File: config.mk
export PLATFORM = sky130hd
export DESIGN_NAME = sac_coef
export DESIGN_NICKNAME = d
export VERILOG_FILES = /design/src/rtl/sac_pkg.sv /design/src/rtl/sac_coef.sv
export SDC_FILE = /design/constraint.sdc
export NUM_CORES = 2
export LEC_CHECK = 0
export ABC_CLOCK_PERIOD_IN_PS = 42800
export BUFFER_PORTS_ARGS = -buffer_cell sky130_fd_sc_hd__buf_2
export CORE_ASPECT_RATIO = 1.25
export CORE_MARGIN = 2
export CORE_UTILIZATION = 60
export CTS_BUF_LIST = sky130_fd_sc_hd__clkbuf_16
export DETAILED_ROUTE_END_ITERATION = 8
export HOLD_SLACK_MARGIN = 0.02
export PLACE_DENSITY = 0.78
export SETUP_SLACK_MARGIN = 0.05
export SYNTH_ARGS = -nofsm -noshare
export SYNTH_HDL_FRONTEND = slang
export SYNTH_SLANG_ARGS = --single-unit
File: constraint.sdc
create_clock -name clk -period 42.8 [get_ports clk]
set_input_delay 4.28 -clock clk [delete_from_list [all_inputs] [get_ports clk]]
set_output_delay 4.28 -clock clk [all_outputs]
set_load 0.02 [all_outputs]
File: src/rtl/sac_pkg.sv
// shared types, constants and coefficient tables for the stereo compressor
// no dependencies
`default_nettype none
package sac_pkg;

  localparam int COEF_W = 25;
  localparam int TAB_N  = 11;

  typedef logic signed [COEF_W-1:0] coef_t;

  typedef enum logic [2:0] {
    REG_SENSE  = 3'd0,
    REG_ATTACK = 3'd1,
    REG_TONE   = 3'd2,
    REG_VOLUME = 3'd3,
    REG_BYPASS = 3'd4
  } reg_index_t;

  typedef enum logic [2:0] {
    TAB_SENS, TAB_MAKEUP, TAB_B0, TAB_A1, TAB_TG
  } tab_sel_t;

  typedef enum logic [2:0] {
    C_IDLE, C_MUL, C_ADD, C_BG, C_BGR, C_DONE
  } coef_state_t;

  typedef enum logic [4:0] {
    L_IDLE, L_DET, L_DETR, L_ENVM, L_ENVA, L_DIV, L_SQRT, L_SMM, L_SMA,
    L_Y1, L_Y2, L_BG, L_A1, L_W, L_VOL, L_OUT, L_HOLD
  } lane_state_t;

  typedef struct packed {
    logic start;
    logic ack;
  } lane_ctl_t;

  typedef struct packed {
    coef_t sens;
    coef_t makeup;
    coef_t bg;
    coef_t a1;
  } coef_set_t;

  localparam logic [16:0] ATTACK_SLOW  = 17'd2244;
  localparam logic [16:0] RELEASE_SLOW = 17'd71049;
  localparam logic [16:0] ATTACK_FAST  = 17'd4483;
  localparam logic [16:0] RELEASE_FAST = 17'd35564;
  localparam logic [12:0] SMOOTH_COEF  = 13'd5243;
  localparam logic [23:0] ONE_Q23      = 24'h800000;
  localparam logic [31:0] ENV_ONE      = 32'h1000_0000;

  localparam coef_t SENS_TAB [TAB_N] = '{
    25'sd208896, 25'sd331264, 25'sd525312, 25'sd832512, 25'sd1048576, 25'sd1319936,
    25'sd1661440, 25'sd2092032, 25'sd3315712, 25'sd5255168, 25'sd8328704};
  localparam coef_t MAKEUP_TAB [TAB_N] = '{
    25'sd1480704, 25'sd1661440, 25'sd1864192, 25'sd2092032, 25'sd2347008,
    25'sd2633728, 25'sd3315712, 25'sd4174336, 25'sd5896192, 25'sd8328704,
    25'sd11764736};
  localparam coef_t B0_TAB [TAB_N] = '{
    25'sd543571, 25'sd620933, 25'sd708791, 25'sd808416, 25'sd921186, 25'sd1048576,
    25'sd1193579, 25'sd1360065, 25'sd1551216, 25'sd1770687, 25'sd2022674};
  localparam coef_t A1_TAB [TAB_N] = '{
    -25'sd471247, -25'sd538304, -25'sd614456, -25'sd700799, -25'sd798520,
    -25'sd908893, -25'sd1053896, -25'sd1220382, -25'sd1411533, -25'sd1631004,
    -25'sd1882992};
  localparam coef_t TG_TAB [TAB_N] = '{
    25'sd976252, 25'sd965948, 25'sd954241, 25'sd940957, 25'sd925910, 25'sd908893,
    25'sd908893, 25'sd908893, 25'sd908893, 25'sd908893, 25'sd908893};

  function automatic coef_t tab_value(tab_sel_t sel, logic [3:0] idx);
    logic [3:0] k;
    coef_t      v;
    k = (idx > 4'(TAB_N - 1)) ? 4'(TAB_N - 1) : idx;
    case (sel)
      TAB_SENS:   v = SENS_TAB[k];
      TAB_MAKEUP: v = MAKEUP_TAB[k];
      TAB_B0:     v = B0_TAB[k];
      TAB_A1:     v = A1_TAB[k];
      TAB_TG:     v = TG_TAB[k];
      default:    v = '0;
    endcase
    return v;
  endfunction

endpackage
`default_nettype wire

File: src/rtl/sac_coef.sv
// knob interpolation of sensitivity, makeup and tone coefficients
// depends on sac_pkg
`default_nettype none
module sac_coef
  import sac_pkg::*;
(
  input  wire logic        clk,
  input  wire logic        rst,
  input  wire logic        start,
  input  wire logic [15:0] sense,
  input  wire logic [15:0] tone,
  output coef_set_t        coefs,
  output logic             done
);

  coef_state_t state, state_next;
  tab_sel_t    sel;
  coef_t       sens, makeup, b0, a1, tg, bg;
  logic signed [50:0] prod;
  logic signed [25:0] op_a;
  logic signed [24:0] op_b;
  logic [15:0] knob;
  logic [19:0] p;
  coef_t       t0, t1;

  // p = knob * 10, segment index and fraction
  assign knob = (sel == TAB_SENS || sel == TAB_MAKEUP) ? sense : tone;
  assign p    = ({4'b0, knob} << 3) + ({4'b0, knob} << 1);
  assign t0   = tab_value(sel, p[19:16]);
  assign t1   = tab_value(sel, p[19:16] + 4'd1);

  always_comb begin
    state_next = state;
    unique case (state)
      C_IDLE:  if (start) state_next = C_MUL;
      C_MUL:   state_next = C_ADD;
      C_ADD:   state_next = (sel == TAB_TG) ? C_BG : C_MUL;
      C_BG:    state_next = C_BGR;
      C_BGR:   state_next = C_DONE;
      C_DONE:  state_next = C_IDLE;
      default: state_next = C_IDLE;
    endcase
  end

  always_comb begin
    op_a = '0;
    op_b = '0;
    done = 1'b0;
    unique case (state)
      C_MUL: begin
        op_a = 26'(t1) - 26'(t0);
        op_b = {9'b0, p[15:0]};
      end
      C_BG: begin
        op_a = 26'(b0);
        op_b = tg;
      end
      C_DONE: done = 1'b1;
      default: ;
    endcase
  end

  always_ff @(posedge clk) begin
    if (rst) begin
      state <= C_IDLE;
    end else begin
      state <= state_next;
    end
  end

  always_ff @(posedge clk) begin
    prod <= op_a * op_b;
    if (state == C_IDLE) begin
      sel <= TAB_SENS;
    end
    if (state == C_ADD) begin
      unique case (sel)
        TAB_SENS:   sens   <= t0 + prod[40:16];
        TAB_MAKEUP: makeup <= t0 + prod[40:16];
        TAB_B0:     b0     <= t0 + prod[40:16];
        TAB_A1:     a1     <= t0 + prod[40:16];
        TAB_TG:     tg     <= t0 + prod[40:16];
        default: ;
      endcase
      if (sel != TAB_TG) begin
        sel <= tab_sel_t'(sel + 3'd1);
      end
    end
    if (state == C_BGR) begin
      bg <= prod[44:20];
    end
  end

  assign coefs = '{sens: sens, makeup: makeup, bg: bg, a1: a1};

endmodule
`default_nettype wire

==> results.toml <==
[sta]
hold_ws_ps = 412.7
tns_ps = 0
worst_slack_ps = 22120
hold_viol = 0
period_minus_slack_ps = 20680
slew_headroom_pct = 5.076
setup_violations = 0
drv_slew = 0
fin_crit_sh_pct = 48.33
rsz0062_at_grt = "no"
fmax_mhz = 48.35
skew_ps = 15.35
worstMarginPinSlew_ps = 1406

[final_layout]
layout_commonest_cell = "inv_1"
final_cell_area_um2 = 35890
final_cell_mix = "inv_1, fa_1, nand2_1"
regArea_um2 = 5209
drive_gt1_share_pct = 7.483
finalNetCount = 4723
syn_to_final_growth_pct = 6.055
fillers = 4604
multiInputGateArea_um2 = 25180
antenna_cells = 0

[routing]
initialDrtViolationCount = 3298
wirelength_um = 110000
detail_route.vias_per_cell = 6.201
wire_per_inst_um = 23.89
vias = 28551
drc_errors = 0
drtPass1Iterations = 6
ant_nets = 0

[die]
coreArea_um2 = 55950
die_area_um2 = 58340
chipWidth_um = 216.4
ioPinCount = 136
die_h_um = 269.5
rows = 97
start_util_pct = 60.49

[yosys]
ys_seq_area_share_pct = 15.38
async_flop_share_pct = 0
synth_fp_nets = 4686
synth.distinct_cells = 96
synth_edf_count = 150
synth_flop_cell = "edfxtp_1"
syn_inst = 3812
synth.avg_cell_area_um2 = 8.879
ys_warn_count = 0
syn_area_um2 = 33840
synth-seq-cells = 185

[setup_path]
worstPathArrival_ps = 21040
timing.critical_path.mode_cell = "fa_1"
end_kind = "flip-flop"
worstPathMaxFanout = 20
crit_path_top_delay_cell = "xnor2_1"
crit_type = "primary input to flip-flop"
critPathMaxStageDelay_ps = 880
cp.required_ps = 43160
rrSetupSlack_ps = 24540
cp-start-kind = "primary input"

[run_status]
run_status = "complete, no violations"

[global_route]
grt_pass1_vias = 29836
antenna_found_initial = 1
grt_first_pass_wirelength_um = 171700
grt_max_degree = 80
grtUsageTotal_pct = 38.91
gr-total-overflow = 0

[pwr]
netSwitchingPower_mw = 0.8578
seqPwrFrac_pct = 16.4
clockPowerShare_pct = 10.9
combinationalPowerShare_pct = 72.7
p_int_mw = 0.6728
p_sw_share_pct = 56.05
p_leak_nw = 17.05
irDropWorstVdd_uv = 49.86
power_density_nw_per_um2 = 42.64

[cts]
h-tree-depth = 4
cts_buffer_depth = 2
cts.repair.resized = 0
clock_latency_ps = 470
numCtsBuffers = 17
postCtsHoldBufs = 0
cts_setup_buffers = 0
cts.clk_slew.worst_paths_ps = 80
cts_sinks = 185
root_buffer = "clkbuf_16"
cts_tree = "done"

[min_path]
hold_path_class = "flip-flop to flip-flop"

[place]
dp_slack_ps = 22120
io_buffers = 135
gp_congestion = 1.030
hpwlAfterDp_um = 86680
place_area_um2 = 35280

[job]
drv_cap = 0
-- flip-flops by register name (all words and copies together), names as in the netlist --
| register | cells |
|---|---|
| sens | 25 |
| bg | 25 |
| a1 | 25 |
| b0 | 25 |
| sel | 3 |
| makeup | 25 |
| tg | 25 |
| prod | 29 |
| state | 3 |
-- cell type report --
cell class                 count  share of cell area [%]
clock inverter                15                  0.5264
inverter                     745                   7.791
clock buffer                  17                   1.185
multi-input combinational   2699                   70.14
tap                          742                   2.586
sequential                   185                   14.51
timing repair buffer         201                   3.263
-- metal layers --
| metal | wire length, um | track usage, % | share of wire [%] |
|---|---|---|---|
| met1 | 37690 | 47.51 | 34 |
| met2 | 50900 | 61.97 | 46 |
| met3 | 12540 | 8.878 | 11 |
| met4 | 8883 | 25.74 | 8.1 |
| met5 | 0 | 0 | 0 |
-- cells in the mapped netlist (12+ instances only) --
cell type / count / share of area [%]
dfxtp_1: 35 / 2.1
xnor2_1: 67 / 1.7
nor2_1: 355 / 3.9
clkbuf_1: 141 / 1.6
edfxtp_1: 150 / 13
or2_2: 12 / 0.22
ha_1: 222 / 8.2
nand3_1: 70 / 1.0
inv_1: 742 / 8.2
a31oi_1: 14 / 0.26
o21a_1: 27 / 0.60
o21bai_1: 12 / 0.27
fa_1: 617 / 36
buf_2: 19 / 0.28
nand4_1: 17 / 0.31
a22oi_1: 16 / 0.35
a21o_1: 34 / 0.75
a211oi_1: 18 / 0.40
nor2b_1: 23 / 0.43
nor3_1: 51 / 0.75
a22o_1: 14 / 0.36
or3_1: 23 / 0.43
o211ai_1: 24 / 0.53
o22ai_1: 14 / 0.26
o21ai_0: 124 / 1.8
and3_1: 29 / 0.54
buf_1: 23 / 0.26
o31ai_1: 12 / 0.27
nand2b_1: 28 / 0.52
a21oi_1: 143 / 2.1
xor2_1: 28 / 0.72
nand2_1: 494 / 5.5
mux2i_1: 15 / 0.44
and2_1: 30 / 0.55
-- power by group through the flow --
stage | Combinational (mW) | Sequential (mW) | Clock [mW]
floorplan | 0.721 | 0.250 | 0
global placement | 1.05 | 0.254 | 0
detailed placement | 1.06 | 0.254 | 0
CTS | 1.07 | 0.250 | 0.168
global route | 1.19 | 0.251 | 0.173
finish | 1.11 | 0.251 | 0.167
-- worst max-delay path, delay by kind of cell --
family	cells	cell delay, ps
AOI/OAI and AO/OA	23	7020
xor gates and xnor gates	2	1050
adders and majority gates	12	5320
buffers and inverters	6	950
muxes	1	250
and+or+nand+nor	8	2140
-- kinds of logic (layout without fill, tap and decap cells) --
group,Yosys count,in the layout,synth area share (%)
AOI/OAI and AO/OA,565,565,11.05
xor gates and xnor gates,96,96,2.540
adders and majority gates,839,839,44.70
buffers and inverters,928,978,10.36
DFF,185,185,15.38
muxes,22,22,0.6950
and+or+nand+nor,1177,1177,15.27
-- stage by stage --
step	util, %	std cells	total power, mW
floorplan	-	3812	0.9701
global placement	63.06	4572	1.308
detailed placement	63.06	4572	1.316
CTS	64.15	4604	1.490
global route	64.15	4604	1.614
finish	64.15	4604	1.531
-- worst paths after layout --
path	startpoint	to	cells past startpoint
worst max-delay path	tone[1]	prod[44]	52
worst min-delay path	prod[44]	bg[24]	0
worst max register to register	sel[0]	prod[44]	55
worst min register to register	prod[44]	bg[24]	0
No activity file was read; power rests on OpenSTA's default activity.
