`config.mk`:
```
export PLATFORM = sky130hd
export DESIGN_NAME = sac_lane
export DESIGN_NICKNAME = d
export VERILOG_FILES = /design/src/rtl/sac_pkg.sv /design/src/rtl/sac_lane.sv
export SDC_FILE = /design/constraint.sdc
export NUM_CORES = 2
export LEC_CHECK = 0
export ABC_AREA = 1
export BUFFER_PORTS_ARGS = -buffer_cell sky130_fd_sc_hd__buf_2
export CAP_MARGIN = 40
export CORE_MARGIN = 3
export CORE_UTILIZATION = 40
export CTS_CLUSTER_SIZE = 12
export DETAILED_ROUTE_END_ITERATION = 8
export PLACE_DENSITY = 0.58
export SYNTH_ARGS = -nofsm -noshare
export SYNTH_HDL_FRONTEND = slang
export SYNTH_SLANG_ARGS = --single-unit
```
`constraint.sdc`:
```
create_clock -name clk -period 29.7 [get_ports clk]
set_input_delay 1.485 -clock clk [delete_from_list [all_inputs] [get_ports clk]]
set_output_delay 1.485 -clock clk [all_outputs]
set_load 0.02 [all_outputs]
```
`src/rtl/sac_pkg.sv`:
```
// shared types, constants and coefficient tables for the stereo compressor
// no dependencies
`default_nettype none
package sac_pkg;

  localparam int COEF_W = 25;
  localparam int TAB_N  = 11;

  typedef logic signed [COEF_W-1:0] coef_t;

  typedef enum logic [2:0] {
    REG_SENSE  = 3'd0,
    REG_ATTACK = 3'd1,
    REG_TONE   = 3'd2,
    REG_VOLUME = 3'd3,
    REG_BYPASS = 3'd4
  } reg_index_t;

  typedef enum logic [2:0] {
    TAB_SENS, TAB_MAKEUP, TAB_B0, TAB_A1, TAB_TG
  } tab_sel_t;

  typedef enum logic [2:0] {
    C_IDLE, C_MUL, C_ADD, C_BG, C_BGR, C_DONE
  } coef_state_t;

  typedef enum logic [4:0] {
    L_IDLE, L_DET, L_DETR, L_ENVM, L_ENVA, L_DIV, L_SQRT, L_SMM, L_SMA,
    L_Y1, L_Y2, L_BG, L_A1, L_W, L_VOL, L_OUT, L_HOLD
  } lane_state_t;

  typedef struct packed {
    logic start;
    logic ack;
  } lane_ctl_t;

  typedef struct packed {
    coef_t sens;
    coef_t makeup;
    coef_t bg;
    coef_t a1;
  } coef_set_t;

  localparam logic [16:0] ATTACK_SLOW  = 17'd2244;
  localparam logic [16:0] RELEASE_SLOW = 17'd71049;
  localparam logic [16:0] ATTACK_FAST  = 17'd4483;
  localparam logic [16:0] RELEASE_FAST = 17'd35564;
  localparam logic [12:0] SMOOTH_COEF  = 13'd5243;
  localparam logic [23:0] ONE_Q23      = 24'h800000;
  localparam logic [31:0] ENV_ONE      = 32'h1000_0000;

  localparam coef_t SENS_TAB [TAB_N] = '{
    25'sd208896, 25'sd331264, 25'sd525312, 25'sd832512, 25'sd1048576, 25'sd1319936,
    25'sd1661440, 25'sd2092032, 25'sd3315712, 25'sd5255168, 25'sd8328704};
  localparam coef_t MAKEUP_TAB [TAB_N] = '{
    25'sd1480704, 25'sd1661440, 25'sd1864192, 25'sd2092032, 25'sd2347008,
    25'sd2633728, 25'sd3315712, 25'sd4174336, 25'sd5896192, 25'sd8328704,
    25'sd11764736};
  localparam coef_t B0_TAB [TAB_N] = '{
    25'sd543571, 25'sd620933, 25'sd708791, 25'sd808416, 25'sd921186, 25'sd1048576,
    25'sd1193579, 25'sd1360065, 25'sd1551216, 25'sd1770687, 25'sd2022674};
  localparam coef_t A1_TAB [TAB_N] = '{
    -25'sd471247, -25'sd538304, -25'sd614456, -25'sd700799, -25'sd798520,
    -25'sd908893, -25'sd1053896, -25'sd1220382, -25'sd1411533, -25'sd1631004,
    -25'sd1882992};
  localparam coef_t TG_TAB [TAB_N] = '{
    25'sd976252, 25'sd965948, 25'sd954241, 25'sd940957, 25'sd925910, 25'sd908893,
    25'sd908893, 25'sd908893, 25'sd908893, 25'sd908893, 25'sd908893};

  function automatic coef_t tab_value(tab_sel_t sel, logic [3:0] idx);
    logic [3:0] k;
    coef_t      v;
    k = (idx > 4'(TAB_N - 1)) ? 4'(TAB_N - 1) : idx;
    case (sel)
      TAB_SENS:   v = SENS_TAB[k];
      TAB_MAKEUP: v = MAKEUP_TAB[k];
      TAB_B0:     v = B0_TAB[k];
      TAB_A1:     v = A1_TAB[k];
      TAB_TG:     v = TG_TAB[k];
      default:    v = '0;
    endcase
    return v;
  endfunction

endpackage
`default_nettype wire

```
`src/rtl/sac_lane.sv`:
```
// one channel of the compressor: envelope, 1/sqrt gain, smoothing, tone, volume
// depends on sac_pkg; one shared multiplier, iterative divider and square root
`default_nettype none
module sac_lane
  import sac_pkg::*;
#(
  parameter int SAMPLE_BITS = 24
) (
  input  wire logic                          clk,
  input  wire logic                          rst,
  input  wire lane_ctl_t                     ctl,
  input  wire logic signed [SAMPLE_BITS-1:0] x,
  input  wire coef_set_t                     coefs,
  input  wire logic                          attack_fast,
  input  wire logic [15:0]                   volume,
  output logic                               done,
  output logic signed [SAMPLE_BITS-1:0]      result
);

  localparam int SB = SAMPLE_BITS;
  localparam int DS = SB - 9;
  localparam int AW = (SB + 12 > 34) ? SB + 12 : 34;
  localparam int PW = AW + 25;

  lane_state_t state, state_next;

  logic [31:0] env, det, e_new;
  logic [23:0] sg, gr, s_new;
  logic signed [31:0] prev, w;
  logic signed [PW-1:0] prod, acc;
  logic signed [AW-1:0] op_a;
  logic signed [24:0]   op_b;
  logic [4:0]  cnt;
  logic [19:0] rem, dv, r1b, r2b;
  logic [20:0] r1, r2;
  logic        q1, q2;
  logic [46:0] quo, quo_next;
  logic [47:0] sv, sr, sbit, t_1, v_1, rr_1, b_1, t_2, v_2, rr_2;
  logic        ge1, ge2;
  logic [SB-1:0] ax;
  logic signed [34:0] esum;
  logic signed [25:0] ssum;
  logic signed [PW:0] wdiff;
  logic signed [PW-20:0] wsh;
  logic signed [PW-17:0] osh;
  logic signed [SB-1:0]  o_sat;
  logic [16:0] c;

  assign ax = x[SB-1] ? SB'(-x) : SB'(x);
  assign c  = (det > env) ? (attack_fast ? ATTACK_FAST : ATTACK_SLOW)
                          : (attack_fast ? RELEASE_FAST : RELEASE_SLOW);

  // envelope update with clamp to unsigned 32 bits
  always_comb begin
    esum = $signed({3'b0, env}) + $signed(prod[54:20]);
    if (esum[34]) e_new = '0;
    else if (esum[33:32] != 2'b0) e_new = 32'hFFFF_FFFF;
    else e_new = esum[31:0];
  end

  // smoothed gain with clamp to 0 .. one
  always_comb begin
    ssum = $signed({2'b0, sg}) + $signed(prod[45:20]);
    if (ssum[25]) s_new = '0;
    else if (ssum[24:0] > {1'b0, ONE_Q23}) s_new = ONE_Q23;
    else s_new = ssum[23:0];
  end

  // two restoring division steps per cycle on 2^62 / dv
  always_comb begin
    r1  = {rem, 1'b0};
    q1  = r1 >= {1'b0, dv};
    r1b = q1 ? 20'(r1 - {1'b0, dv}) : r1[19:0];
    r2  = {r1b, cnt == 5'd31};
    q2  = r2 >= {1'b0, dv};
    r2b = q2 ? 20'(r2 - {1'b0, dv}) : r2[19:0];
    quo_next = {quo[44:0], q1, q2};
  end

  // two digit-by-digit square root steps per cycle
  always_comb begin
    t_1  = sr + sbit;
    ge1  = sv >= t_1;
    v_1  = ge1 ? sv - t_1 : sv;
    rr_1 = ge1 ? (sr >> 1) + sbit : sr >> 1;
    b_1  = sbit >> 2;
    t_2  = rr_1 + b_1;
    ge2  = v_1 >= t_2;
    v_2  = ge2 ? v_1 - t_2 : v_1;
    rr_2 = ge2 ? (rr_1 >> 1) + b_1 : rr_1 >> 1;
  end

  // tone filter output, saturated to 32 bits
  always_comb begin
    wdiff = (PW+1)'(acc) - (PW+1)'(prod);
    wsh   = wdiff[PW:20];
    if (wsh[PW-20:31] != {(PW-50){wsh[PW-20]}})
      w = wsh[PW-20] ? 32'sh8000_0000 : 32'sh7FFF_FFFF;
    else
      w = wsh[31:0];
  end

  // volume result, saturated to the sample width
  always_comb begin
    osh = prod[PW-1:16];
    if (osh[PW-17:SB-1] != {(PW-SB-15){osh[PW-17]}})
      o_sat = osh[PW-17] ? {1'b1, {(SB-1){1'b0}}} : {1'b0, {(SB-1){1'b1}}};
    else
      o_sat = osh[SB-1:0];
  end

  always_comb begin
    state_next = state;
    unique case (state)
      L_IDLE:  if (ctl.start) state_next = L_DET;
      L_DET:   state_next = L_DETR;
      L_DETR:  state_next = L_ENVM;
      L_ENVM:  state_next = L_ENVA;
      L_ENVA:  state_next = (e_new > ENV_ONE) ? L_DIV : L_SMM;
      L_DIV:   if (cnt == 5'd0) state_next = L_SQRT;
      L_SQRT:  if (cnt == 5'd0) state_next = L_SMM;
      L_SMM:   state_next = L_SMA;
      L_SMA:   state_next = L_Y1;
      L_Y1:    state_next = L_Y2;
      L_Y2:    state_next = L_BG;
      L_BG:    state_next = L_A1;
      L_A1:    state_next = L_W;
      L_W:     state_next = L_VOL;
      L_VOL:   state_next = L_OUT;
      L_OUT:   state_next = L_HOLD;
      L_HOLD:  if (ctl.ack) state_next = L_IDLE;
      default: state_next = L_IDLE;
    endcase
  end

  always_comb begin
    op_a = '0;
    op_b = '0;
    done = 1'b0;
    unique case (state)
      L_DET: begin
        op_a = AW'({1'b0, ax});
        op_b = coefs.sens;
      end
      L_ENVM: begin
        op_a = AW'($signed({2'b0, det}) - $signed({2'b0, env}));
        op_b = {8'b0, c};
      end
      L_SMM: begin
        op_a = AW'($signed({1'b0, gr}) - $signed({1'b0, sg}));
        op_b = {12'b0, SMOOTH_COEF};
      end
      L_Y1: begin
        op_a = AW'(x);
        op_b = {1'b0, sg};
      end
      L_Y2: begin
        op_a = prod[23 +: AW];
        op_b = coefs.makeup;
      end
      L_BG: begin
        op_a = prod[20 +: AW];
        op_b = coefs.bg;
      end
      L_A1: begin
        op_a = AW'(prev);
        op_b = coefs.a1;
      end
      L_VOL: begin
        op_a = AW'(prev);
        op_b = {9'b0, volume};
      end
      L_HOLD: done = 1'b1;
      default: ;
    endcase
  end

  always_ff @(posedge clk) begin
    if (rst) begin
      state <= L_IDLE;
      env   <= '0;
      sg    <= ONE_Q23;
      prev  <= '0;
    end else begin
      state <= state_next;
      if (state == L_ENVA) env  <= e_new;
      if (state == L_SMA)  sg   <= s_new;
      if (state == L_W)    prev <= w;
    end
  end

  always_ff @(posedge clk) begin
    prod <= op_a * op_b;
    unique case (state)
      L_DETR: begin
        if (prod[PW-1:DS+32] != '0) det <= 32'hFFFF_FFFF;
        else det <= prod[DS +: 32];
      end
      L_ENVA: begin
        gr  <= ONE_Q23;
        dv  <= e_new[31:12];
        rem <= '0;
        quo <= '0;
        cnt <= 5'd31;
      end
      L_DIV: begin
        rem <= r2b;
        quo <= quo_next;
        cnt <= cnt - 5'd1;
        if (cnt == 5'd0) begin
          sv   <= {1'b0, quo_next};
          sr   <= '0;
          sbit <= 48'h4000_0000_0000;
          cnt  <= 5'd11;
        end
      end
      L_SQRT: begin
        sv   <= v_2;
        sr   <= rr_2;
        sbit <= b_1 >> 2;
        cnt  <= cnt - 5'd1;
        if (cnt == 5'd0) gr <= rr_2[23:0];
      end
      L_A1:  acc    <= prod;
      L_OUT: result <= o_sat;
      default: ;
    endcase
  end

endmodule
`default_nettype wire

```
==> impl_metrics.py <==
metrics = {
    "outcome": {
        "status": "completed",
    },
    "grt": {
        "antenna_found_initial": 31,
        "grt_use_total": 0.349,
        "overflow": 0,
        "grt_pass1_wl_mm": 526,
        "grt_pass1_vias": 77500,
        "grt_max_degree": 86,
    },
    "drt": {
        "wl_per_cell_um": 25.7,
        "drt-pass1-iter-count": 7,
        "finalWirelength_mm": 364,
        "ant_nets": 0,
        "dr.first_iter.drc_count": 7681,
        "drc_errors": 0,
        "vias": 78000,
        "vias_per_cell": 5.50,
    },
    "synthesis": {
        "syn-num-nets": 12900,
        "yosys_warnings": 0,
        "ys.flop_type": "edfxtp_1",
        "synth_seq_area_share": 0.165,
        "synth_cells": 11300,
        "ys_ff_latch": 493,
        "ys_types": 72,
        "synth-edff-count": 339,
        "async_reset_ff_frac": 0,
        "synth_top_area_share": 0.229,
        "synth_area_leader_cell": "fa_1",
        "netlist_area_mm2": 0.0805,
        "avgSynthCellArea_um2": 7.10,
        "synthTopCellsByArea": "fa_1 23%, edfxtp_1 13%, nand2_1 12%",
    },
    "layout": {
        "fin_util": 0.438,
        "final_nets": 13000,
        "layout_commonest_cell": "nand2_1",
        "drive_above_1_share": 0.0583,
        "syn_to_final_growth_pct": 8.68,
        "fillers": 21000,
        "mostFrequentLayoutCells": "2579 x nand2_1, 2397 x inv_1, 1103 x nor2_1",
    },
    "hold_path": {
        "hold_path_class": "reg2reg",
        "hold_depth": 0,
        "min-delay-start": "prod[5]",
    },
    "critical_path": {
        "cpPeakStageDelay_ns": 0.66,
        "path_depth": 44,
        "cp_data_arrival_time_ns": 12.89,
        "r2r-start": "sbit[26]",
        "cp_max_fo": 47,
        "r2r_cells": 44,
        "crit_buf_inv": 8,
        "cp.required_ns": 30.25,
        "critPathKind": "reg2reg",
        "crit_top_cell": "nand2_1",
        "slowest_stage": "edfxtp_1",
        "cp-start-kind": "flip-flop",
        "startpoint": "sbit[26]",
        "path_delay_family": "simple AND/OR/NAND/NOR gates",
        "endpoint_kind": "flip-flop",
    },
    "sta": {
        "grt_setup_unrepaired": "no",
        "fin_worst_skew_ns": 0.0356,
        "slew_viol_final": 0,
        "hold_violations": 0,
        "setup_viol": 0,
        "maxSlewHeadroom": 0.335,
        "min_period_ns": 12.34,
        "max_freq_ghz": 0.0810,
        "fin_setup_tns_ns": 0,
        "period_share": 0.415,
        "worst_pin_slew_ns": 0.996,
    },
    "clocking": {
        "postCtsSetupBuffers": 0,
        "hold_buffers": 0,
        "htreeDepth": 3,
        "cts_resized": 0,
        "cts_buffers": 67,
        "numClockSinks": 493,
        "clkTransAtPathRegs_ns": 0.06,
        "clock_latency_ns": 0.70,
        "cts_tree": "done",
        "root_buffer": "clkbuf_16",
        "cts.path.max_buffers": 3,
    },
    "power": {
        "swShare": 0.476,
        "power.share.clock": 0.260,
        "p_sw_w": 0.00160,
        "sequentialPowerShare": 0.264,
        "pwr-share-comb": 0.476,
        "ir_drop_v": 0.0000430,
        "intPower_w": 0.00176,
        "powerDensity_mw_per_mm2": 38.5,
        "leakagePower_nw": 43.1,
    },
    "run": {
        "maxCapViolations": 0,
    },
    "floorplan": {
        "fp.dieH_um": 455,
        "ios": 170,
        "coreArea_mm2": 0.200,
        "die_width_um": 455,
        "rows": 164,
        "start_util": 0.403,
        "die_area_mm2": 0.207,
    },
    "place": {
        "routabilityCongestion": 1.03,
        "place_hpwl_mm": 302,
        "port_buffers": 169,
    },
}
-- worst paths after layout --
check           end  slack (ns)
min reg2reg  acc[5]        0.43
min          acc[5]        0.43
max reg2reg  sr[47]       17.36
max          sr[47]       17.36
-- synth_stat cells (39+ instances only) --
library cell,number
o21ai_1,44
edfxtp_1,339
dfxtp_1,154
nor3_1,88
nand3_1,438
nor2_1,1120
clkbuf_1,237
buf_2,40
inv_1,2401
fa_1,919
o221ai_1,46
nand2_1,2581
nand2_2,41
a21oi_1,725
xor2_1,220
o21ai_0,505
a221oi_1,41
a31oi_1,65
ha_1,529
a21o_1,39
nand4_1,108
o21bai_1,49
xnor2_1,135
-- power groups by stage --
stage,Sequential [W],Combinational [W],Clock (W)
floorplan,0.000831,0.000983,0
global placement,0.000896,0.00156,0
finish,0.000888,0.00160,0.000876
global route,0.000882,0.00174,0.000914
detailed placement,0.000896,0.00157,0
CTS,0.000882,0.00158,0.000886
-- kinds of logic after synthesis --
group / Yosys count / share of synthesized area
and+or+nand+nor: 4548 / 0.233
adders and majority gates: 1448 / 0.311
AOI/OAI and AO/OA: 1731 / 0.123
buffers and inverters: 2749 / 0.130
DFF: 493 / 0.165
xor gates and xnor gates: 358 / 0.0392
-- flip-flops by register name, summed over array words and instances (netlist names), 24 cells and up --
| register | cells |
|---|---|
| acc | 61 |
| prod | 61 |
| sr | 48 |
| sv | 48 |
| quo | 45 |
| det | 32 |
| env | 32 |
| prev | 32 |
| gr | 24 |
| result | 24 |
| sg | 24 |
-- routing by layer --
| layer | up-vias | part of all wire | track usage | wire (um) |
|---|---|---|---|---|
| met5 | - | 0.000093 | 0 | 34 |
| met4 | 6 | 0.079 | 0.222 | 28900 |
| met3 | 880 | 0.079 | 0.0645 | 28800 |
| met2 | 3550 | 0.44 | 0.549 | 161000 |
| met1 | 37900 | 0.40 | 0.440 | 145000 |
| li1 | 35700 | - | - | - |
-- per-stage QoR --
stage,cells,setup slack [ns],total power (W),instance area [um^2],hold slack (ns)
final,14200,17.36,0.00337,87500,0.429
after global routing,14200,16.60,0.00354,87400,0.434
after CTS,14100,17.68,0.00334,87400,0.430
after detailed placement,14000,17.75,0.00246,85100,0.423
after global placement,14000,17.66,0.00245,84700,0.414
after floorplan,11300,20.12,0.00181,80500,0.408
-- area by class of cell --
type | instances | area (um^2) | share of cell area
flip-flops and latches | 493 | 13300 | 0.152
clock buffers | 89 | 1940 | 0.0221
well taps | 2656 | 3320 | 0.0380
inverters | 2455 | 9220 | 0.105
clock inverters | 34 | 344 | 0.00393
multi-input cells | 8085 | 57000 | 0.652
diodes | 20 | 50.0 | 0.000572
repair buffers | 340 | 2320 | 0.0265
Power figures use the tool's default switching activity.
