$ cat config.mk
export PLATFORM = sky130hd
export DESIGN_NAME = sac_merge
export DESIGN_NICKNAME = d
export VERILOG_FILES = /design/src/rtl/sac_pkg.sv /design/src/rtl/sac_merge.sv
export SDC_FILE = /design/constraint.sdc
export NUM_CORES = 1
export LEC_CHECK = 0
export ABC_AREA = 1
export BUFFER_PORTS_ARGS = -buffer_cell sky130_fd_sc_hd__buf_2
export CAP_MARGIN = 20
export CORE_MARGIN = 5
export CORE_UTILIZATION = 43
export DETAILED_ROUTE_END_ITERATION = 12
export PLACE_DENSITY_LB_ADDON = 0.1
export SLEW_MARGIN = 20
export SYNTH_ARGS = -nofsm -noshare
export SYNTH_HDL_FRONTEND = slang
export SYNTH_SLANG_ARGS = --single-unit
$ cat constraint.sdc
create_clock -name clk -period 9.7 [get_ports clk]
set_input_delay 0.485 -clock clk [delete_from_list [all_inputs] [get_ports clk]]
set_output_delay 0.485 -clock clk [all_outputs]
set_load 0.05 [all_outputs]
$ cat src/rtl/sac_pkg.sv
// shared types, constants and coefficient tables for the stereo compressor
// no dependencies
`default_nettype none
package sac_pkg;

  localparam int COEF_W = 25;
  localparam int TAB_N  = 11;

  typedef logic signed [COEF_W-1:0] coef_t;

  typedef enum logic [2:0] {
    REG_SENSE  = 3'd0,
    REG_ATTACK = 3'd1,
    REG_TONE   = 3'd2,
    REG_VOLUME = 3'd3,
    REG_BYPASS = 3'd4
  } reg_index_t;

  typedef enum logic [2:0] {
    TAB_SENS, TAB_MAKEUP, TAB_B0, TAB_A1, TAB_TG
  } tab_sel_t;

  typedef enum logic [2:0] {
    C_IDLE, C_MUL, C_ADD, C_BG, C_BGR, C_DONE
  } coef_state_t;

  typedef enum logic [4:0] {
    L_IDLE, L_DET, L_DETR, L_ENVM, L_ENVA, L_DIV, L_SQRT, L_SMM, L_SMA,
    L_Y1, L_Y2, L_BG, L_A1, L_W, L_VOL, L_OUT, L_HOLD
  } lane_state_t;

  typedef struct packed {
    logic start;
    logic ack;
  } lane_ctl_t;

  typedef struct packed {
    coef_t sens;
    coef_t makeup;
    coef_t bg;
    coef_t a1;
  } coef_set_t;

  localparam logic [16:0] ATTACK_SLOW  = 17'd2244;
  localparam logic [16:0] RELEASE_SLOW = 17'd71049;
  localparam logic [16:0] ATTACK_FAST  = 17'd4483;
  localparam logic [16:0] RELEASE_FAST = 17'd35564;
  localparam logic [12:0] SMOOTH_COEF  = 13'd5243;
  localparam logic [23:0] ONE_Q23      = 24'h800000;
  localparam logic [31:0] ENV_ONE      = 32'h1000_0000;

  localparam coef_t SENS_TAB [TAB_N] = '{
    25'sd208896, 25'sd331264, 25'sd525312, 25'sd832512, 25'sd1048576, 25'sd1319936,
    25'sd1661440, 25'sd2092032, 25'sd3315712, 25'sd5255168, 25'sd8328704};
  localparam coef_t MAKEUP_TAB [TAB_N] = '{
    25'sd1480704, 25'sd1661440, 25'sd1864192, 25'sd2092032, 25'sd2347008,
    25'sd2633728, 25'sd3315712, 25'sd4174336, 25'sd5896192, 25'sd8328704,
    25'sd11764736};
  localparam coef_t B0_TAB [TAB_N] = '{
    25'sd543571, 25'sd620933, 25'sd708791, 25'sd808416, 25'sd921186, 25'sd1048576,
    25'sd1193579, 25'sd1360065, 25'sd1551216, 25'sd1770687, 25'sd2022674};
  localparam coef_t A1_TAB [TAB_N] = '{
    -25'sd471247, -25'sd538304, -25'sd614456, -25'sd700799, -25'sd798520,
    -25'sd908893, -25'sd1053896, -25'sd1220382, -25'sd1411533, -25'sd1631004,
    -25'sd1882992};
  localparam coef_t TG_TAB [TAB_N] = '{
    25'sd976252, 25'sd965948, 25'sd954241, 25'sd940957, 25'sd925910, 25'sd908893,
    25'sd908893, 25'sd908893, 25'sd908893, 25'sd908893, 25'sd908893};

  function automatic coef_t tab_value(tab_sel_t sel, logic [3:0] idx);
    logic [3:0] k;
    coef_t      v;
    k = (idx > 4'(TAB_N - 1)) ? 4'(TAB_N - 1) : idx;
    case (sel)
      TAB_SENS:   v = SENS_TAB[k];
      TAB_MAKEUP: v = MAKEUP_TAB[k];
      TAB_B0:     v = B0_TAB[k];
      TAB_A1:     v = A1_TAB[k];
      TAB_TG:     v = TG_TAB[k];
      default:    v = '0;
    endcase
    return v;
  endfunction

endpackage
`default_nettype wire

$ cat src/rtl/sac_merge.sv
// merge of the two lane results or the bypassed pair into the output register
// depends on sac_pkg
`default_nettype none
module sac_merge
  import sac_pkg::*;
#(
  parameter int SAMPLE_BITS = 24
) (
  input  wire logic                          clk,
  input  wire logic                          rst,
  input  wire logic                          busy,
  input  wire logic                          bypass,
  input  wire logic                          done_left,
  input  wire logic                          done_right,
  input  wire logic signed [SAMPLE_BITS-1:0] lane_left,
  input  wire logic signed [SAMPLE_BITS-1:0] lane_right,
  input  wire logic signed [SAMPLE_BITS-1:0] raw_left,
  input  wire logic signed [SAMPLE_BITS-1:0] raw_right,
  input  wire logic                          out_stall,
  output logic                               load,
  output logic                               out_valid,
  output logic signed [SAMPLE_BITS-1:0]      left_result,
  output logic signed [SAMPLE_BITS-1:0]      right_result
);

  logic pending;

  assign pending = busy && (bypass || (done_left && done_right));
  assign load    = pending && (!out_valid || !out_stall);

  always_ff @(posedge clk) begin
    if (rst) begin
      out_valid <= 1'b0;
    end else if (load) begin
      out_valid <= 1'b1;
    end else if (!out_stall) begin
      out_valid <= 1'b0;
    end
  end

  always_ff @(posedge clk) begin
    if (load) begin
      left_result  <= bypass ? raw_left : lane_left;
      right_result <= bypass ? raw_right : lane_right;
    end
  end

endmodule
`default_nettype wire

==> results of run 1 <==
-- worst max-delay path by stage --
stage                      to  slack [ns]
6_report                 load        6.30
5_1_grt                  load        6.01
4_1_cts                  load        6.26
3_5_place_dp             load        6.26
3_3_place_gp             load        6.28
2_1_floorplan  left_result[0]        5.36
-- final cells by class --
type / count / area (sq um)
clock inverter: 1 / 3.75
inverter: 1 / 3.75
multi-input combinational: 150 / 577
clock buffer: 6 / 72.6
tap: 67 / 83.8
sequential: 49 / 1460
timing repair buffer: 153 / 768
fill: 425 / 1750
-- where the power goes --
| group | total [W] | internal [W] | switching [W] | leakage, nW |
|---|---|---|---|---|
| Sequential | 0.000252 | 0.000249 | 0.00000275 | 0.465 |
| Combinational | 0.000106 | 0.0000305 | 0.0000754 | 1.05 |
| Clock | 0.000107 | 0.0000487 | 0.0000583 | 0.0387 |
| Total | 0.000465 | 0.000329 | 0.000136 | 1.55 |
-- registers in the layout, indices dropped and copies added, names as in the netlist --
name and cells:
right_result 24, out_valid 1, left_result 24
-- cells in the mapped netlist --
cell,instances,area [sq um]
a21oi_1,2,10.0
buf_2,6,30.0
buf_4,3,22.5
clkbuf_1,1,3.75
dfxtp_1,1,20.0
edfxtp_1,48,1440
inv_2,1,3.75
nand2_1,148,556
-- through the flow --
| step | power (W) | worst slack (ns) | cell area, sq um |
|---|---|---|---|
| finish | 0.000465 | 6.30 | 2970 |
| global route | 0.000490 | 6.01 | 2970 |
| CTS | 0.000470 | 6.26 | 2970 |
| detailed placement | 0.000364 | 6.26 | 2890 |
| global placement | 0.000363 | 6.28 | 2890 |
| floorplan | 0.000329 | 5.36 | 2090 |
-- logic make-up (layout without fill, tap and decap cells) --
group | after synthesis | count (layout)
flip-flops | 49 | 49
buffers and inverters | 11 | 161
AO/OA/AOI/OAI | 2 | 2
AND/OR/NAND/NOR | 148 | 148
-- layer usage --
metal  vias to the layer above  wire [um]
li1                        968          -
met1                       777       1870
met3                         2        621
met4                         0         19
met2                        84       2490
met5                         -          0
==> results.toml, run 1 <==
[floorplan]
die_w_um = 79.7
floorplan.initialDensity_pct = 44.2
i_o_pin_total = 153
rows = 25
floorplan.die.height_um = 79.7
design.die.area_sq_mm = 0.00635
coreArea_sq_mm = 0.00472

[clocking]
clock_tree.htree_level_count = 2
clock_tree_from_tritoncts = "built"
clock-sinks = 49
cts.clk_slew.worst_paths_ns = 0.07
clk-insertion-delay-late_ns = 0.29
cts_repair_resize_count = 0
max-clock-path-buffers = 2
clock-root-buffer = "clkbuf_8"
cts_post_setup_buffers_inserted = 0
hold_buffers = 0
cts_made_buffers = 5

[layout]
post_layout_nonfiller_instances = 427
most-common-layout-cells = "buf_2 (152), nand2_1 (148), edfxtp_1 (48)"
finalCoreUtilization_pct = 62.9
antenna_cells_inserted = 0
nNetsFinal = 463
layout-area-overhead-vs-synth_pct = 42.3
post_route_cells_drive_above_1_share_pct = 44.4
layout_commonest_cell = "buf_2"

[timing]
final_min_period_over_clock_period_pct = 35.1
worst_clock_skew_ns = 0.00534
final.min_clock_period_ns = 3.40
max_slew.worst_pin.slew_ns = 0.773
setup_violations = 0
rel_slew_slack_pct = 48.5
grt_setup_unrepaired = "no"
fmax_mhz = 294
setup_total_negative_slack_ns = 0
finalMaxSlewViolations = 0
whs_ns = 0.347
final_hold_viol_count = 0

[logic_synthesis]
seq_area_frac_synth_pct = 70.0
synth.ff_latch_count = 49
synth.lib_cells_used.distinct = 8
synthSimpleGateAreaFrac_pct = 26.6
synthMuxAreaShare_pct = 0
synth_fp_nets = 313
syn_area_sq_mm = 0.00209
syn-mean-instance-area_sq_um = 9.94
adder_and_majority_gate_portion_of_the_synthesized_area_pct = 0
synth_top_family_by_area = "simple AND/OR/NAND/NOR gates"
yosys_warnings = 0
yosys.area_share.xor_xnor_pct = 0
synth_compound_gate_area_share_pct = 0.480
cells_after_synthesis = 210

[global_routing]
grt_pass1_vias = 1715
globalRouteOverflowTotal = 0
gr-usage-met2_pct = 27.0
grt-busiest-layer = "met2"
globalRouteMet3Util_pct = 6.21
maximum_number_of_pins_on_one_net_before_global_route_repair = 50
grt_pass1_wl_um = 7640
grt_use_total_pct = 15.7
use_met1_pct = 18.3
number_of_antenna_violations_at_the_first_check_in_global_routing = 0

[setup_path]
regToRegStartpoint = "out_valid"
path_class = "primary input to primary output"
r2r_cells = 2
critical-path-top-delay-family = "buffers and inverters"
reg2reg_to = "left_result[9]"
worst-path-buf-inv = 4
startpoint_type = "primary input"
cp_cell_sequence = "buf_2 -> inv_2 -> nand2_1 -> nand2_1 -> a21oi_4 -> buf_4 -> buf_2"
worst-path-stages = 7
crit_start = "bypass"
r2r_slack_ns = 8.36
critPathRequiredTime_ns = 9.22
slowest_cell_on_the_critical_path = "buf_2"
critical_path.endpoint_type = "primary output"
worst_path_largest_cell_delay_ns = 0.59
critical_path_peak_fanout = 49
crit_arrival_ns = 2.92

[hold_path]
hold-path-endpoint = "out_valid"
hold_removal_path_class = "primary input to flip-flop"
worstHoldPathCells = 2
hold_path.startpoint = "rst"

[outcome]
outcome = "complete, no violations"

[drt]
drc = 0
routed-via-count = 1831
viasPerCell = 4.29
drt_wl_total_um = 5000
firstDrtPassIters = 4
detail_routed_net_length_per_standard_cell_um = 11.7
ant_nets = 0
drt_iter0_markers = 79

[placed_design]
portBuffers = 152
place.gp.congestion = 0.762
placed_instances = 420
detailed_place_hpwl_um = 3870

[run]
cap_violations = 0

[pwr]
cellLeakagePower_nw = 1.55
power_density_mw_per_mm2 = 157
vdd_ir_drop_max_mv = 0.0812
Note: power is estimated with default switching activity, not from simulation.
==> run 2: changes to the inputs <==
--- a/config.mk
+++ b/config.mk
@@ -5,11 +5,11 @@
 export SDC_FILE = /design/constraint.sdc
 export NUM_CORES = 1
 export LEC_CHECK = 0
-export ABC_AREA = 1
+export ABC_AREA = 0
 export BUFFER_PORTS_ARGS = -buffer_cell sky130_fd_sc_hd__buf_2
 export CAP_MARGIN = 20
 export CORE_MARGIN = 5
-export CORE_UTILIZATION = 43
+export CORE_UTILIZATION = 42
 export DETAILED_ROUTE_END_ITERATION = 12
 export PLACE_DENSITY_LB_ADDON = 0.1
 export SLEW_MARGIN = 20
==> constraint.sdc (replaced) <==
create_clock -name clk -period 3.4 [get_ports clk]
set_input_delay 0.17 -clock clk [delete_from_list [all_inputs] [get_ports clk]]
set_output_delay 0.17 -clock clk [all_outputs]
set_load 0.05 [all_outputs]
==> run 2 against run 1 <==
Clock power grew to 3.7 times the previous value. Count of clock-buffer cells in the layout is the same. Final area grew 8.1%. Die area grew 13%. Core utilization shrank 4.2 points. Wire length shrank 0.68%. Setup slack lost 4.8 ns. Largest cell class unchanged.
==> results.toml, run 2 <==
[outcome]
outcome = "complete, no violations"

[logic_synthesis]
synth.ff_latch_count = 49
postSynth.topFlopCell = "edfxtp_1"
yosys_warnings = 0
synthDominantAreaCellType = "edfxtp_1"
synth-async-reset-ratio_pct = 0
syn_area_sq_mm = 0.00234
synth_top_cells_by_count = "edfxtp_1 (48), mux2_4 (48), buf_12 (5)"
count_of_flip_flops_with_a_built_in_enable_after_synthesis = 48
post_synth_main_area_contributors = "edfxtp_1 (62%), mux2_4 (31%), buf_12 (4.3%), dfxtp_1 (0.86%), a211oi_2 (0.54%)"
cells_after_synthesis = 109
seq_area_frac_synth_pct = 62.6
synth_fp_nets = 212
synth_top_cell_area_share_pct = 61.7
syn-mean-instance-area_sq_um = 21.4
synth.lib_cells_used.distinct = 11

[clocking]
clock_tree_from_tritoncts = "built"
clock_tree.htree_level_count = 2
max-clock-path-buffers = 2
clock-root-buffer = "clkbuf_8"
clock-sinks = 49
cts.clk_slew.worst_paths_ns = 0.08
cts_post_setup_buffers_inserted = 0
cts_repair_resize_count = 0
cts_made_buffers = 5
clk-insertion-delay-late_ns = 0.29
hold_buffers = 0

[placed_design]
detailed_place.area_sq_mm = 0.00311
dp_worst_setup_slack_ns = 1.62
place.gp.congestion = 0.716
portBuffers = 152
detailed_place_hpwl_um = 3920

[setup_path]
critical_path.endpoint_type = "primary output"
crit_arrival_ns = 1.73
crit_start = "out_valid"
critical_path_peak_fanout = 15
regToRegStartpoint = "out_valid"
startpoint_type = "flip-flop"
critPathRequiredTime_ns = 3.23
path_class = "flip-flop to primary output"

[drt]
firstDrtPassIters = 4
drc = 0
detail_routed_net_length_per_standard_cell_um = 14.7
drt_iter0_markers = 54
routed-via-count = 1496
ant_nets = 0
viasPerCell = 4.43
drt_wl_total_um = 4970

[global_routing]
globalRouteOverflowTotal = 0
maximum_number_of_pins_on_one_net_before_global_route_repair = 50
grt_pass1_wl_um = 7670
number_of_antenna_violations_at_the_first_check_in_global_routing = 0
grt_use_total_pct = 13.7
grt_pass1_vias = 1611

[hold_path]
hold_path.startpoint = "rst"
hold_removal_path_class = "primary input to flip-flop"

[timing]
rel_slew_slack_pct = 42.4
fmax_mhz = 527
grt_setup_unrepaired = "no"
setup_total_negative_slack_ns = 0
max_slew.worst_pin.slew_ns = 0.864
finalMaxSlewViolations = 0
whs_ns = 0.0277
final_min_period_over_clock_period_pct = 55.8
final.setup.worst_slack_ns = 1.50
setup_violations = 0
final_hold_viol_count = 0
final.min_clock_period_ns = 1.90
worst_clock_skew_ns = 0.00297

[layout]
finalCoreUtilization_pct = 58.7
reg.largest.list = "left_result (24), right_result (24), out_valid (1)"
post_route_cells_drive_above_1_share_pct = 79.3
fin_area_sq_mm = 0.00321
layout-area-overhead-vs-synth_pct = 37.5
antenna_cells_inserted = 0
layout_commonest_cell = "buf_2"
most-common-layout-cells = "buf_2 (152), mux2_4 (48), edfxtp_1 (48)"
nNetsFinal = 368

[floorplan]
rows = 27
coreArea_sq_mm = 0.00547
i_o_pin_total = 153
floorplan.initialDensity_pct = 42.7
floorplan.die.height_um = 84.6
design.die.area_sq_mm = 0.00715
die_w_um = 84.6

[pwr]
power_density_mw_per_mm2 = 450
vdd_ir_drop_max_mv = 0.257
cellLeakagePower_nw = 1.54

[run]
cap_violations = 0
## run 2: cell types whose count changed after synthesis, sizes merged
cell / before / now
nand3: 0 / 1
mux2: 0 / 48
buf: 9 / 6
a22oi: 0 / 1
a211oi: 0 / 1
nand2: 148 / 0
clkbuf: 1 / 0
## run 2: worst paths after layout
| path | to | slack (ns) | cells past startpoint |
|---|---|---|---|
| worst max-delay path | load | 1.50 | 2 |
| worst min-delay path | out_valid | 0.03 | 2 |
| worst max register to register | left_result[14] | 1.65 | 2 |
| worst min register to register | out_valid | 0.63 | 2 |
## run 2: area by class of cell
class / instances / area (sq um)
Tap cell: 72 / 90.1
Clock inverter: 2 / 33.8
Inverter: 1 / 3.75
Timing Repair Buffer: 155 / 783
Clock buffer: 6 / 72.6
Fill cell: 478 / 2260
Sequential cell: 49 / 1460
Multi-Input combinational cell: 53 / 767
## run 2: kinds of logic after synthesis
logic type,after synthesis,synth area share (%)
simple gates,1,0.214
flops,49,62.6
compound gates,4,1.45
buf+inv,7,4.93
mux,48,30.9
## run 2: worst max-delay path, stage by stage, from the launching register on
cell and delay (ns):
dfxtp_1 0.35, a211oi_4 0.69, buf_2 0.39
## run 2: report_power, final
part / leakage (nW) / internal (W) / total, W / switching [W]
sequential: 0.461 / 0.000711 / 0.000719 / 0.00000810
clock: 0.0528 / 0.000217 / 0.000391 / 0.000174
combinational: 1.02 / 0.000136 / 0.000337 / 0.000201
## run 2: per-layer routing
| layer | wire length [um] | GRT usage, % | vias to the layer above |
|---|---|---|---|
| met5 | 0 | 0 | - |
| met4 | 41 | 3.02 | 0 |
| met3 | 613 | 6.18 | 6 |
| met2 | 2500 | 24.2 | 90 |
| met1 | 1810 | 15.2 | 666 |
| li1 | - | - | 734 |
## run 2: metrics by stage
step,power (W),cells
after floorplan,0.000981,109
after global placement,0.00107,330
after detailed placement,0.00107,330
after CTS,0.00147,338
after global routing,0.00152,338
final,0.00145,338
